===== config.mk =====
export PLATFORM = sky130hd
export DESIGN_NAME = luminance_ordered_dither_core_flat
export DESIGN_NICKNAME = d
export VERILOG_FILES = /design/src/design/lod_pkg.sv /design/src/design/lod_if.sv /design/src/design/lod_div.sv /design/src/design/luminance_ordered_dither_core.sv /design/src/flat_wrapper.sv
export SDC_FILE = /design/constraint.sdc
export NUM_CORES = 2
export LEC_CHECK = 0
export BUFFER_PORTS_ARGS = -buffer_cell sky130_fd_sc_hd__buf_2
export CAP_MARGIN = 10
export CORE_MARGIN = 10
export CORE_UTILIZATION = 50
export CTS_CLUSTER_DIAMETER = 200
export CTS_CLUSTER_SIZE = 12
export DETAILED_ROUTE_END_ITERATION = 16
export PLACE_DENSITY = 0.65
export SLEW_MARGIN = 10
export SYNTH_ARGS = -nofsm -noshare
export SYNTH_HDL_FRONTEND = slang
export SYNTH_SLANG_ARGS = --single-unit

===== constraint.sdc =====
create_clock -name i_clk -period 128.6 [get_ports i_clk]
set_input_delay 6.43 -clock i_clk [delete_from_list [all_inputs] [get_ports i_clk]]
set_output_delay 6.43 -clock i_clk [all_outputs]
set_load 0.05 [all_outputs]

===== src/design/lod_pkg.sv =====
// lod_pkg: shared constants, types and tables of the luminance ordered dither
// used by the interfaces, the channel divider and the top level
package lod_pkg;

    // field widths
    localparam int PIX_W   = 32;
    localparam int POS_W   = 12;
    localparam int STR_W   = 16;
    localparam int LEV_W   = 9;
    localparam int CFG_IDX_W  = 2;
    localparam int CFG_DATA_W = 16;

    // internal widths
    localparam int SUM_W  = 24;  // weighted channel sum before division by 255
    localparam int LUM_W  = 17;  // luminance, q1.16, 0..65536
    localparam int DIT_W  = 18;  // dithered value, q.17, 0..131072
    localparam int PROD_W = 17;  // channel times level
    localparam int DEN_W  = 26;  // levels times luminance
    localparam int REM_W  = 33;  // numerator, product shifted by 16

    // channel divider: 8 quotient bits, one a stage, plus a saturation stage
    localparam int DIV_STEPS = 8;
    localparam int DIV_LAT   = DIV_STEPS + 1;

    // positions at or beyond this are passed through untouched
    localparam logic [16:0] CANVAS_MAX = 17'd4096;

    // luminance weights in q16, rounding offset and reciprocal of 255 (2^32 scale)
    localparam logic [15:0] COEF_R = 16'd19595;
    localparam logic [15:0] COEF_G = 16'd38470;
    localparam logic [15:0] COEF_B = 16'd7471;
    localparam logic [7:0]  LUM_ROUND = 8'd127;
    localparam logic [24:0] RECIP_255 = 25'd16843010;

    // luminance at or below this is treated as black
    localparam logic [LUM_W-1:0] DARK_MAX = 17'd6;

    // full scale of the dithered value
    localparam logic [DIT_W-1:0] DIT_ONE = 18'd131072;

    // register reset values
    localparam logic [STR_W-1:0] STRENGTH_RST = 16'd4096;
    localparam logic [LEV_W-1:0] LEVELS_RST   = 9'd2;

    // configuration register indexes
    typedef enum logic [CFG_IDX_W-1:0] {
        CFG_STRENGTH = 2'd0,
        CFG_LEVELS   = 2'd1
    } t_cfg_idx;

    // 4x4 bayer matrix, indexed by {y[1:0], x[1:0]}
    localparam logic [3:0] BAYER [16] = '{
        4'd0,  4'd8,  4'd2,  4'd10,
        4'd12, 4'd4,  4'd14, 4'd6,
        4'd3,  4'd11, 4'd1,  4'd9,
        4'd15, 4'd7,  4'd13, 4'd5
    };

endpackage


===== src/design/lod_if.sv =====
// lod_if: valid/ready channel interfaces for pixel input, pixel output
// and configuration writes; depends on lod_pkg for widths
interface lod_in_if;
    import lod_pkg::*;
    logic             valid;
    logic             ready;
    logic [PIX_W-1:0] pixel_in;
    logic [POS_W-1:0] pos_x;
    logic [POS_W-1:0] pos_y;
    modport source (output valid, output pixel_in, output pos_x, output pos_y, input ready);
    modport sink   (input valid, input pixel_in, input pos_x, input pos_y, output ready);
endinterface

interface lod_out_if;
    import lod_pkg::*;
    logic             valid;
    logic             ready;
    logic [PIX_W-1:0] pixel_out;
    modport source (output valid, output pixel_out, input ready);
    modport sink   (input valid, input pixel_out, output ready);
endinterface

interface lod_cfg_if;
    import lod_pkg::*;
    logic                  valid;
    logic                  ready;
    logic [CFG_IDX_W-1:0]  index;
    logic [CFG_DATA_W-1:0] data;
    modport source (output valid, output index, output data, input ready);
    modport sink   (input valid, input index, input data, output ready);
endinterface


===== src/design/lod_div.sv =====
// lod_div: pipelined restoring divider for one colour channel,
// min(255, floor(prod * 65536 / den)); depends on lod_pkg
module lod_div import lod_pkg::*; (
    input  logic              i_clk,
    input  logic              i_en,
    input  logic [PROD_W-1:0] i_prod,
    input  logic [DEN_W-1:0]  i_den,
    output logic [7:0]        o_quo
);

    logic [REM_W-1:0] r_rem [0:DIV_STEPS];
    logic [DEN_W-1:0] r_den [0:DIV_STEPS];
    logic [7:0]       r_quo [0:DIV_STEPS];
    logic             r_sat [0:DIV_STEPS];

    // entry stage: quotient of 256 or more saturates, numerator is prod << 16
    always_ff @(posedge i_clk) begin
        if (i_en) begin
            r_sat[0] <= ({1'b0, i_prod, 8'b0} >= i_den);
            r_rem[0] <= {i_prod, 16'b0};
            r_quo[0] <= '0;
            r_den[0] <= i_den;
        end
    end

    // one quotient bit per stage, msb first
    for (genvar s = 0; s < DIV_STEPS; s++) begin : g_step
        localparam int BIT = DIV_STEPS - 1 - s;
        logic [REM_W:0]   trial;
        logic             ge;
        logic [REM_W-1:0] n_rem;
        logic [7:0]       n_quo;

        always_comb begin
            trial = (REM_W+1)'(r_den[s]) << BIT;
            ge    = ({1'b0, r_rem[s]} >= trial);
            n_rem = ge ? (r_rem[s] - trial[REM_W-1:0]) : r_rem[s];
            n_quo = r_quo[s];
            n_quo[BIT] = ge;
        end

        always_ff @(posedge i_clk) begin
            if (i_en) begin
                r_rem[s+1] <= n_rem;
                r_quo[s+1] <= n_quo;
                r_den[s+1] <= r_den[s];
                r_sat[s+1] <= r_sat[s];
            end
        end
    end

    assign o_quo = r_sat[DIV_STEPS] ? 8'hFF : r_quo[DIV_STEPS];

endmodule


===== src/design/luminance_ordered_dither_core.sv =====
// luminance_ordered_dither_core: 4x4 bayer ordered dither on pixel luminance
// depends on lod_pkg, lod_if and lod_div
//
// usage:
//   i_pix carries one packed pixel (red, green, blue, alpha bytes) with its
//   column and row; o_pix returns the dithered pixel, alpha unchanged.
//   i_cfg writes the threshold strength (index 0, q4.12) and the level count
//   (index 1); other indexes are ignored. writes are always taken (ready high)
//   and belong only to times when no item is in flight.
//   one item per cycle is sustained while o_pix is taken. the depth from
//   acceptance to o_pix.valid is set by the luminance, dither and quantize
//   stages (six registers), the per-channel divider (a saturation entry stage
//   and one bit per stage after it, nine stages) and the output register.
//   the pipeline moves as a whole: when o_pix holds a result that is not
//   taken, every stage holds and i_pix.ready drops; nothing is lost or
//   repeated. empty slots travel as bubbles.
//   synchronous reset clears all valid bits and sets the strength to
//   1.0 and the level count to 2.
module luminance_ordered_dither_core import lod_pkg::*; #(
    parameter logic [16:0] CANVAS_LIMIT = CANVAS_MAX
) (
    input  logic  i_clk,
    input  logic  i_rst_n,
    lod_in_if.sink    i_pix,
    lod_cfg_if.sink   i_cfg,
    lod_out_if.source o_pix
);

    // configuration registers
    logic [STR_W-1:0] r_strength;
    logic [LEV_W-1:0] r_levels;
    logic [LEV_W-1:0] lv;

    // pipeline control
    logic en;
    logic r1_vld, r2_vld, r3_vld, r4_vld, r5_vld, r6_vld;
    logic r_dvld [0:DIV_LAT-1];
    logic r_out_vld;

    // payload registers
    logic [PIX_W-1:0] r1_pix, r2_pix, r3_pix, r4_pix, r5_pix, r6_pix;
    logic [POS_W-1:0] r1_x, r1_y;
    logic             r2_byp, r3_byp, r4_byp, r5_byp, r6_byp;
    logic [3:0]       r2_k, r3_k;
    logic [SUM_W-1:0] r2_sum;
    logic [LUM_W-1:0] r3_lum;
    logic [DIT_W-1:0] r4_d;
    logic [DEN_W-1:0] r4_den, r5_den, r6_den;
    logic             r4_dark, r5_dark, r6_dark;
    logic [LEV_W-1:0] r5_q;
    logic [PROD_W-1:0] r6_pr, r6_pg, r6_pb;
    logic [PIX_W-1:0] r_dpix  [0:DIV_LAT-1];
    logic             r_dbyp  [0:DIV_LAT-1];
    logic             r_ddark [0:DIV_LAT-1];
    logic [PIX_W-1:0] r_out_pix;

    // combinational stage values
    logic [SUM_W-1:0]   s_sum;
    logic [48:0]        s_lum_prod;
    logic signed [5:0]  s_thr;
    logic signed [22:0] s_scaled;
    logic signed [22:0] s_dsum;
    logic [DIT_W-1:0]   s_d;
    logic [DEN_W-1:0]   s_den;
    logic [26:0]        s_qprod;
    logic [7:0]         qr, qg, qb;
    logic [PIX_W-1:0]   n_out_pix;

    // whole pipeline advances unless the output holds an untaken item
    assign en = !r_out_vld || o_pix.ready;
    assign i_pix.ready = en;
    assign i_cfg.ready = 1'b1;
    assign lv = (r_levels == '0) ? 9'd1 : r_levels;

    // configuration writes
    always_ff @(posedge i_clk) begin
        if (!i_rst_n) begin
            r_strength <= STRENGTH_RST;
            r_levels   <= LEVELS_RST;
        end else if (i_cfg.valid) begin
            case (t_cfg_idx'(i_cfg.index))
                CFG_STRENGTH: r_strength <= i_cfg.data;
                CFG_LEVELS:   r_levels   <= i_cfg.data[LEV_W-1:0];
                default: ;
            endcase
        end
    end

    // valid bits
    always_ff @(posedge i_clk) begin
        if (!i_rst_n) begin
            r1_vld <= 1'b0;
            r2_vld <= 1'b0;
            r3_vld <= 1'b0;
            r4_vld <= 1'b0;
            r5_vld <= 1'b0;
            r6_vld <= 1'b0;
            for (int i = 0; i < DIV_LAT; i++) r_dvld[i] <= 1'b0;
            r_out_vld <= 1'b0;
        end else if (en) begin
            r1_vld <= i_pix.valid;
            r2_vld <= r1_vld;
            r3_vld <= r2_vld;
            r4_vld <= r3_vld;
            r5_vld <= r4_vld;
            r6_vld <= r5_vld;
            r_dvld[0] <= r6_vld;
            for (int i = 1; i < DIV_LAT; i++) r_dvld[i] <= r_dvld[i-1];
            r_out_vld <= r_dvld[DIV_LAT-1];
        end
    end

    // stage values
    always_comb begin
        // weighted sum with rounding for the divide by 255
        s_sum = SUM_W'(COEF_R) * SUM_W'(r1_pix[7:0])
              + SUM_W'(COEF_G) * SUM_W'(r1_pix[15:8])
              + SUM_W'(COEF_B) * SUM_W'(r1_pix[23:16])
              + SUM_W'(LUM_ROUND);
        // divide by 255 through the reciprocal, exact below 2^24
        s_lum_prod = 49'(r2_sum) * 49'(RECIP_255);
        // threshold 2k-15 scaled by strength, added to twice the luminance
        s_thr    = $signed({1'b0, r3_k, 1'b0}) - 6'sd15;
        s_scaled = $signed({{17{s_thr[5]}}, s_thr}) * $signed({7'b0, r_strength});
        s_dsum   = s_scaled + $signed({5'b0, r3_lum, 1'b0});
        if (s_dsum < 0) begin
            s_d = '0;
        end else if (s_dsum > $signed({5'b0, DIT_ONE})) begin
            s_d = DIT_ONE;
        end else begin
            s_d = s_dsum[DIT_W-1:0];
        end
        s_den = DEN_W'(r3_lum) * DEN_W'(lv);
        // quantized level
        s_qprod = 27'(r4_d) * 27'(lv);
    end

    // front stages: sum, luminance, dither, level, channel products
    always_ff @(posedge i_clk) begin
        if (en) begin
            r1_pix <= i_pix.pixel_in;
            r1_x   <= i_pix.pos_x;
            r1_y   <= i_pix.pos_y;

            r2_pix <= r1_pix;
            r2_sum <= s_sum;
            r2_k   <= BAYER[{r1_y[1:0], r1_x[1:0]}];
            r2_byp <= ({5'b0, r1_x} >= CANVAS_LIMIT) || ({5'b0, r1_y} >= CANVAS_LIMIT);

            r3_pix <= r2_pix;
            r3_byp <= r2_byp;
            r3_k   <= r2_k;
            r3_lum <= s_lum_prod[48:32];

            r4_pix  <= r3_pix;
            r4_byp  <= r3_byp;
            r4_d    <= s_d;
            r4_den  <= s_den;
            r4_dark <= (r3_lum <= DARK_MAX);

            r5_pix  <= r4_pix;
            r5_byp  <= r4_byp;
            r5_den  <= r4_den;
            r5_dark <= r4_dark;
            r5_q    <= s_qprod[25:17];

            r6_pix  <= r5_pix;
            r6_byp  <= r5_byp;
            r6_den  <= r5_den;
            r6_dark <= r5_dark;
            r6_pr   <= PROD_W'(r5_pix[7:0])   * PROD_W'(r5_q);
            r6_pg   <= PROD_W'(r5_pix[15:8])  * PROD_W'(r5_q);
            r6_pb   <= PROD_W'(r5_pix[23:16]) * PROD_W'(r5_q);
        end
    end

    // per-channel dividers
    lod_div u_div_r (.i_clk(i_clk), .i_en(en), .i_prod(r6_pr), .i_den(r6_den), .o_quo(qr));
    lod_div u_div_g (.i_clk(i_clk), .i_en(en), .i_prod(r6_pg), .i_den(r6_den), .o_quo(qg));
    lod_div u_div_b (.i_clk(i_clk), .i_en(en), .i_prod(r6_pb), .i_den(r6_den), .o_quo(qb));

    // side line carrying pixel and flags alongside the dividers
    always_ff @(posedge i_clk) begin
        if (en) begin
            r_dpix[0]  <= r6_pix;
            r_dbyp[0]  <= r6_byp;
            r_ddark[0] <= r6_dark;
            for (int i = 1; i < DIV_LAT; i++) begin
                r_dpix[i]  <= r_dpix[i-1];
                r_dbyp[i]  <= r_dbyp[i-1];
                r_ddark[i] <= r_ddark[i-1];
            end
        end
    end

    // output pixel: bypass, black, or scaled channels
    always_comb begin
        if (r_dbyp[DIV_LAT-1]) begin
            n_out_pix = r_dpix[DIV_LAT-1];
        end else if (r_ddark[DIV_LAT-1]) begin
            n_out_pix = {r_dpix[DIV_LAT-1][31:24], 24'b0};
        end else begin
            n_out_pix = {r_dpix[DIV_LAT-1][31:24], qb, qg, qr};
        end
    end

    always_ff @(posedge i_clk) begin
        if (en) begin
            r_out_pix <= n_out_pix;
        end
    end

    assign o_pix.valid     = r_out_vld;
    assign o_pix.pixel_out = r_out_pix;

endmodule


===== src/flat_wrapper.sv =====
// flat-port wrapper written by rule: the top's interface ports become plain ports
module luminance_ordered_dither_core_flat import lod_pkg::*;
#(
    parameter logic [16:0] CANVAS_LIMIT = CANVAS_MAX
)
  (i_clk, i_rst_n, i_pix_valid, i_pix_pixel_in, i_pix_pos_x, i_pix_pos_y, i_pix_ready, i_cfg_valid, i_cfg_index, i_cfg_data, i_cfg_ready, o_pix_valid, o_pix_pixel_out, o_pix_ready);
  lod_in_if i_pix_i ();
  lod_cfg_if i_cfg_i ();
  lod_out_if o_pix_i ();
  input  logic i_clk;
  input  logic i_rst_n;
  input wire logic [$bits(i_pix_i.valid)-1:0] i_pix_valid;
  input wire logic [$bits(i_pix_i.pixel_in)-1:0] i_pix_pixel_in;
  input wire logic [$bits(i_pix_i.pos_x)-1:0] i_pix_pos_x;
  input wire logic [$bits(i_pix_i.pos_y)-1:0] i_pix_pos_y;
  output wire logic [$bits(i_pix_i.ready)-1:0] i_pix_ready;
  input wire logic [$bits(i_cfg_i.valid)-1:0] i_cfg_valid;
  input wire logic [$bits(i_cfg_i.index)-1:0] i_cfg_index;
  input wire logic [$bits(i_cfg_i.data)-1:0] i_cfg_data;
  output wire logic [$bits(i_cfg_i.ready)-1:0] i_cfg_ready;
  output wire logic [$bits(o_pix_i.valid)-1:0] o_pix_valid;
  output wire logic [$bits(o_pix_i.pixel_out)-1:0] o_pix_pixel_out;
  input wire logic [$bits(o_pix_i.ready)-1:0] o_pix_ready;
  assign i_pix_i.valid = i_pix_valid;
  assign i_pix_i.pixel_in = i_pix_pixel_in;
  assign i_pix_i.pos_x = i_pix_pos_x;
  assign i_pix_i.pos_y = i_pix_pos_y;
  assign i_pix_ready = i_pix_i.ready;
  assign i_cfg_i.valid = i_cfg_valid;
  assign i_cfg_i.index = i_cfg_index;
  assign i_cfg_i.data = i_cfg_data;
  assign i_cfg_ready = i_cfg_i.ready;
  assign o_pix_valid = o_pix_i.valid;
  assign o_pix_pixel_out = o_pix_i.pixel_out;
  assign o_pix_i.ready = o_pix_ready;
  luminance_ordered_dither_core #(.CANVAS_LIMIT(CANVAS_LIMIT)) u_core (.i_clk(i_clk), .i_rst_n(i_rst_n), .i_pix(i_pix_i), .i_cfg(i_cfg_i), .o_pix(o_pix_i));
endmodule

==> results.py <==
metrics = {
    "final_layout": {
        "layout_commonest_cell": "edfxtp_1",
        "layout-drive-gt1-share_pct": 4.89,
        "layout.nets": 12300,
        "nFillCells": 19000,
        "areaGrowthSynthToFinish_pct": 7.08,
        "layout_common_cells": "edfxtp_1 (1,505), ha_1 (1,232), inv_1 (1,155), nand2_1 (943), a21oi_1 (745)",
    },
    "hold_path": {
        "hold_class": "register to register",
    },
    "clock_network": {
        "root_buffer": "clkbuf_16",
        "ctsHoldBuffers": 0,
        "cts_buffers": 146,
        "clk_latency_ns": 0.85,
        "cts.htree.levels": 4,
        "clk_pin_slew_worst_paths_ns": 0.07,
        "cts_buffer_depth": 3,
        "cts_setup_buffers": 0,
        "cts_resized": 0,
        "cts_tree": "yes",
        "cts.sinks": 1537,
    },
    "sta": {
        "min_period_ns": 14.53,
        "setup_viol": 0,
        "fin_crit_sh_pct": 11.3,
        "fin_skew_ns": 0.0513,
        "rsz0062_at_grt": "no",
        "hold_viol": 0,
        "tightest_slew_ns": 1.20,
        "maxSlewViolCount": 0,
        "fmax_mhz": 68.8,
        "slew-limit-headroom_pct": 19.2,
        "finalSetupTns_ns": 0,
    },
    "synthesis": {
        "synthSimpleGateAreaFrac_pct": 11.6,
        "async_flop_share_pct": 0,
        "ys_types": 91,
        "yosys.area.top_type_share_pct": 40.7,
        "synthCells": 10300,
        "ys_top_cells_by_area": "edfxtp_1 (41%), ha_1 (14%), fa_1 (10%), inv_1 (3.9%), a21oi_1 (3.4%)",
        "ys.warnings.count": 0,
        "ys_seq_area_share_pct": 41.3,
        "synth-xor-area-share_pct": 4.75,
        "syn_area_per_cell_um2": 10.7,
        "synthesis.area_um2": 111000,
        "synth_fa_ha_area_share_pct": 24.3,
        "muxShareOfSynthArea_pct": 1.41,
        "synth_flop_cell": "edfxtp_1",
        "synth_nets": 12200,
        "synth_top_family_by_area": "adder cells",
        "synth_compound_area_share_pct": 11.9,
        "ys_ff_latch": 1537,
        "synth_edf_count": 1505,
        "synth_top_area_cell": "edfxtp_1",
    },
    "detailed_routing": {
        "detail-route-antenna-nets": 0,
        "vias_per_cell": 5.72,
        "dr_total_vias": 76600,
        "drc": 0,
        "wirelength_mm": 291,
        "detailedRoute.firstIterationViolations": 5699,
        "wl_per_cell_um": 21.7,
        "dr.pass1.iters": 6,
    },
    "global_routing": {
        "grt.overflow.total": 0,
        "grt_pass1_wl_mm": 448,
        "grt_pass1_vias": 77200,
        "grt_max_degree": 195,
        "antenna_found_initial": 10,
        "grt_use_total_pct": 23.6,
    },
    "place": {
        "hpwl_mm": 233,
        "port_buffers": 92,
        "place.gp.congestion": 0.961,
    },
    "floorplanning": {
        "core_um2": 220000,
        "start_util_pct": 50.4,
        "dieArea_um2": 241000,
        "die_y_um": 491,
        "rows": 172,
        "die_w_um": 491,
        "io_pins": 114,
    },
    "critical_path": {
        "start_kind": "input port",
        "crit_type": "input port to output pin",
        "crit_arrival_ns": 8.10,
        "cp_max_fo": 130,
        "worstSetupEndpointType": "output pin",
        "crit_required_ns": 122.17,
    },
    "run_status": {
        "status": "finished clean",
    },
    "job": {
        "drv_cap": 0,
    },
}
-- final cells by class --
class                   instances  area (um^2)  area share [%]
multi-input cells            7400        60000            50.5
inverters                    1159         4360            3.67
repair buffers                148          918           0.773
flip-flops and latches       1537        45800            38.6
clock inverters                16          340           0.286
clock buffers                 162         3710            3.12
well taps                    2958         3700            3.11
diodes                          4         10.0         0.00842
-- kinds of logic (layout without fill, tap and decap cells) --
family	after synthesis	after routing
fa+ha+maj	1807	1807
xor+xnor	602	602
mux	141	141
buf+inv	1396	1485
other cells	1	5
simple gates	2739	2739
compound gates	2110	2110
flops	1537	1537
-- layer usage --
| metal | vias to the layer above | track usage [%] | routed length, um | part of all wire [%] |
|---|---|---|---|---|
| met5 | - | 0 | 49 | 0.017 |
| li1 | 36400 | - | - | - |
| met4 | 8 | 12.4 | 17700 | 6.1 |
| met3 | 635 | 2.73 | 12400 | 4.3 |
| met2 | 2039 | 41.2 | 144000 | 49 |
| met1 | 37500 | 28.6 | 117000 | 40 |
-- path summary, 6_finish.rpt --
kind,start,to,slack (ns),depth (start not counted)
worst min register to register,u_core.r_dpix[0][154]$_DFFE_PP_,u_core.r_dpix[0][186]$_DFFE_PP_,0.40,0
worst max register to register,u_core.r1_pix[14]$_DFFE_PP_,u_core.r2_sum[23]$_DFFE_PP_,120.14,31
worst min-delay path,u_core.r_dpix[0][154]$_DFFE_PP_,u_core.r_dpix[0][186]$_DFFE_PP_,0.40,0
worst max-delay path,o_pix_ready,i_pix_ready,114.07,4
-- registers in the layout (all words and copies together) (netlist names), 18 cells and up --
signal,count
u_core.u_div_r.r_rem,220
u_core.r4_d,18
u_core.r6_den,26
u_core.r4_den,26
u_core.r4_pix,32
u_core.u_div_b.r_quo,36
u_core.u_div_b.r_rem,220
u_core.r5_den,26
u_core.u_div_g.r_rem,220
u_core.r_dpix,72
u_core.r1_pix,32
u_core.u_div_g.r_quo,36
u_core.r3_pix,32
u_core.u_div_g.r_den,207
u_core.r2_pix,32
u_core.o_pix.pixel_out,32
u_core.r5_pix,32
u_core.r2_sum,24
u_core.u_div_r.r_quo,36
-- critical path, cell delays in order --
cell and delay (ns):
buf_2 0.10, nor2b_1 0.64, inv_8 0.45, buf_2 0.39
-- Yosys cell counts (32+ instances only) --
| library cell | number |
|---|---|
| nand4_1 | 75 |
| nor2b_1 | 120 |
| o211ai_1 | 49 |
| nor4_1 | 49 |
| xor2_1 | 211 |
| a211oi_1 | 45 |
| nand3_1 | 128 |
| xnor2_1 | 391 |
| edfxtp_1 | 1505 |
| o31ai_1 | 44 |
| a21oi_1 | 747 |
| and2_1 | 229 |
| o21a_1 | 105 |
| o21bai_1 | 64 |
| or2_2 | 32 |
| o21ai_0 | 445 |
| nor2_1 | 694 |
| nor3_1 | 131 |
| nand2_1 | 943 |
| dfxtp_1 | 32 |
| or3_1 | 44 |
| mux2_2 | 122 |
| a21boi_0 | 42 |
| a21o_1 | 266 |
| a31oi_1 | 59 |
| inv_1 | 1156 |
| and3_1 | 90 |
| ha_1 | 1232 |
| nand2b_1 | 108 |
| fa_1 | 575 |
| clkbuf_1 | 189 |
-- stage by stage --
step	utilization (%)	setup WS, ns	cell area, um^2	hold WS [ns]	std cells
6_report	54.0	114.07	119000	0.398	13400
5_1_grt	54.0	113.92	119000	0.405	13400
4_1_cts	54.0	114.08	119000	0.397	13400
3_5_place_dp	52.1	114.08	115000	0.405	13200
3_3_place_gp	52.1	114.09	115000	0.401	13200
2_1_floorplan	-	74.70	111000	0.400	10300
Power is not shown: default switching activity piles up to over one toggle a cycle in this logic, so the estimate is an artifact.
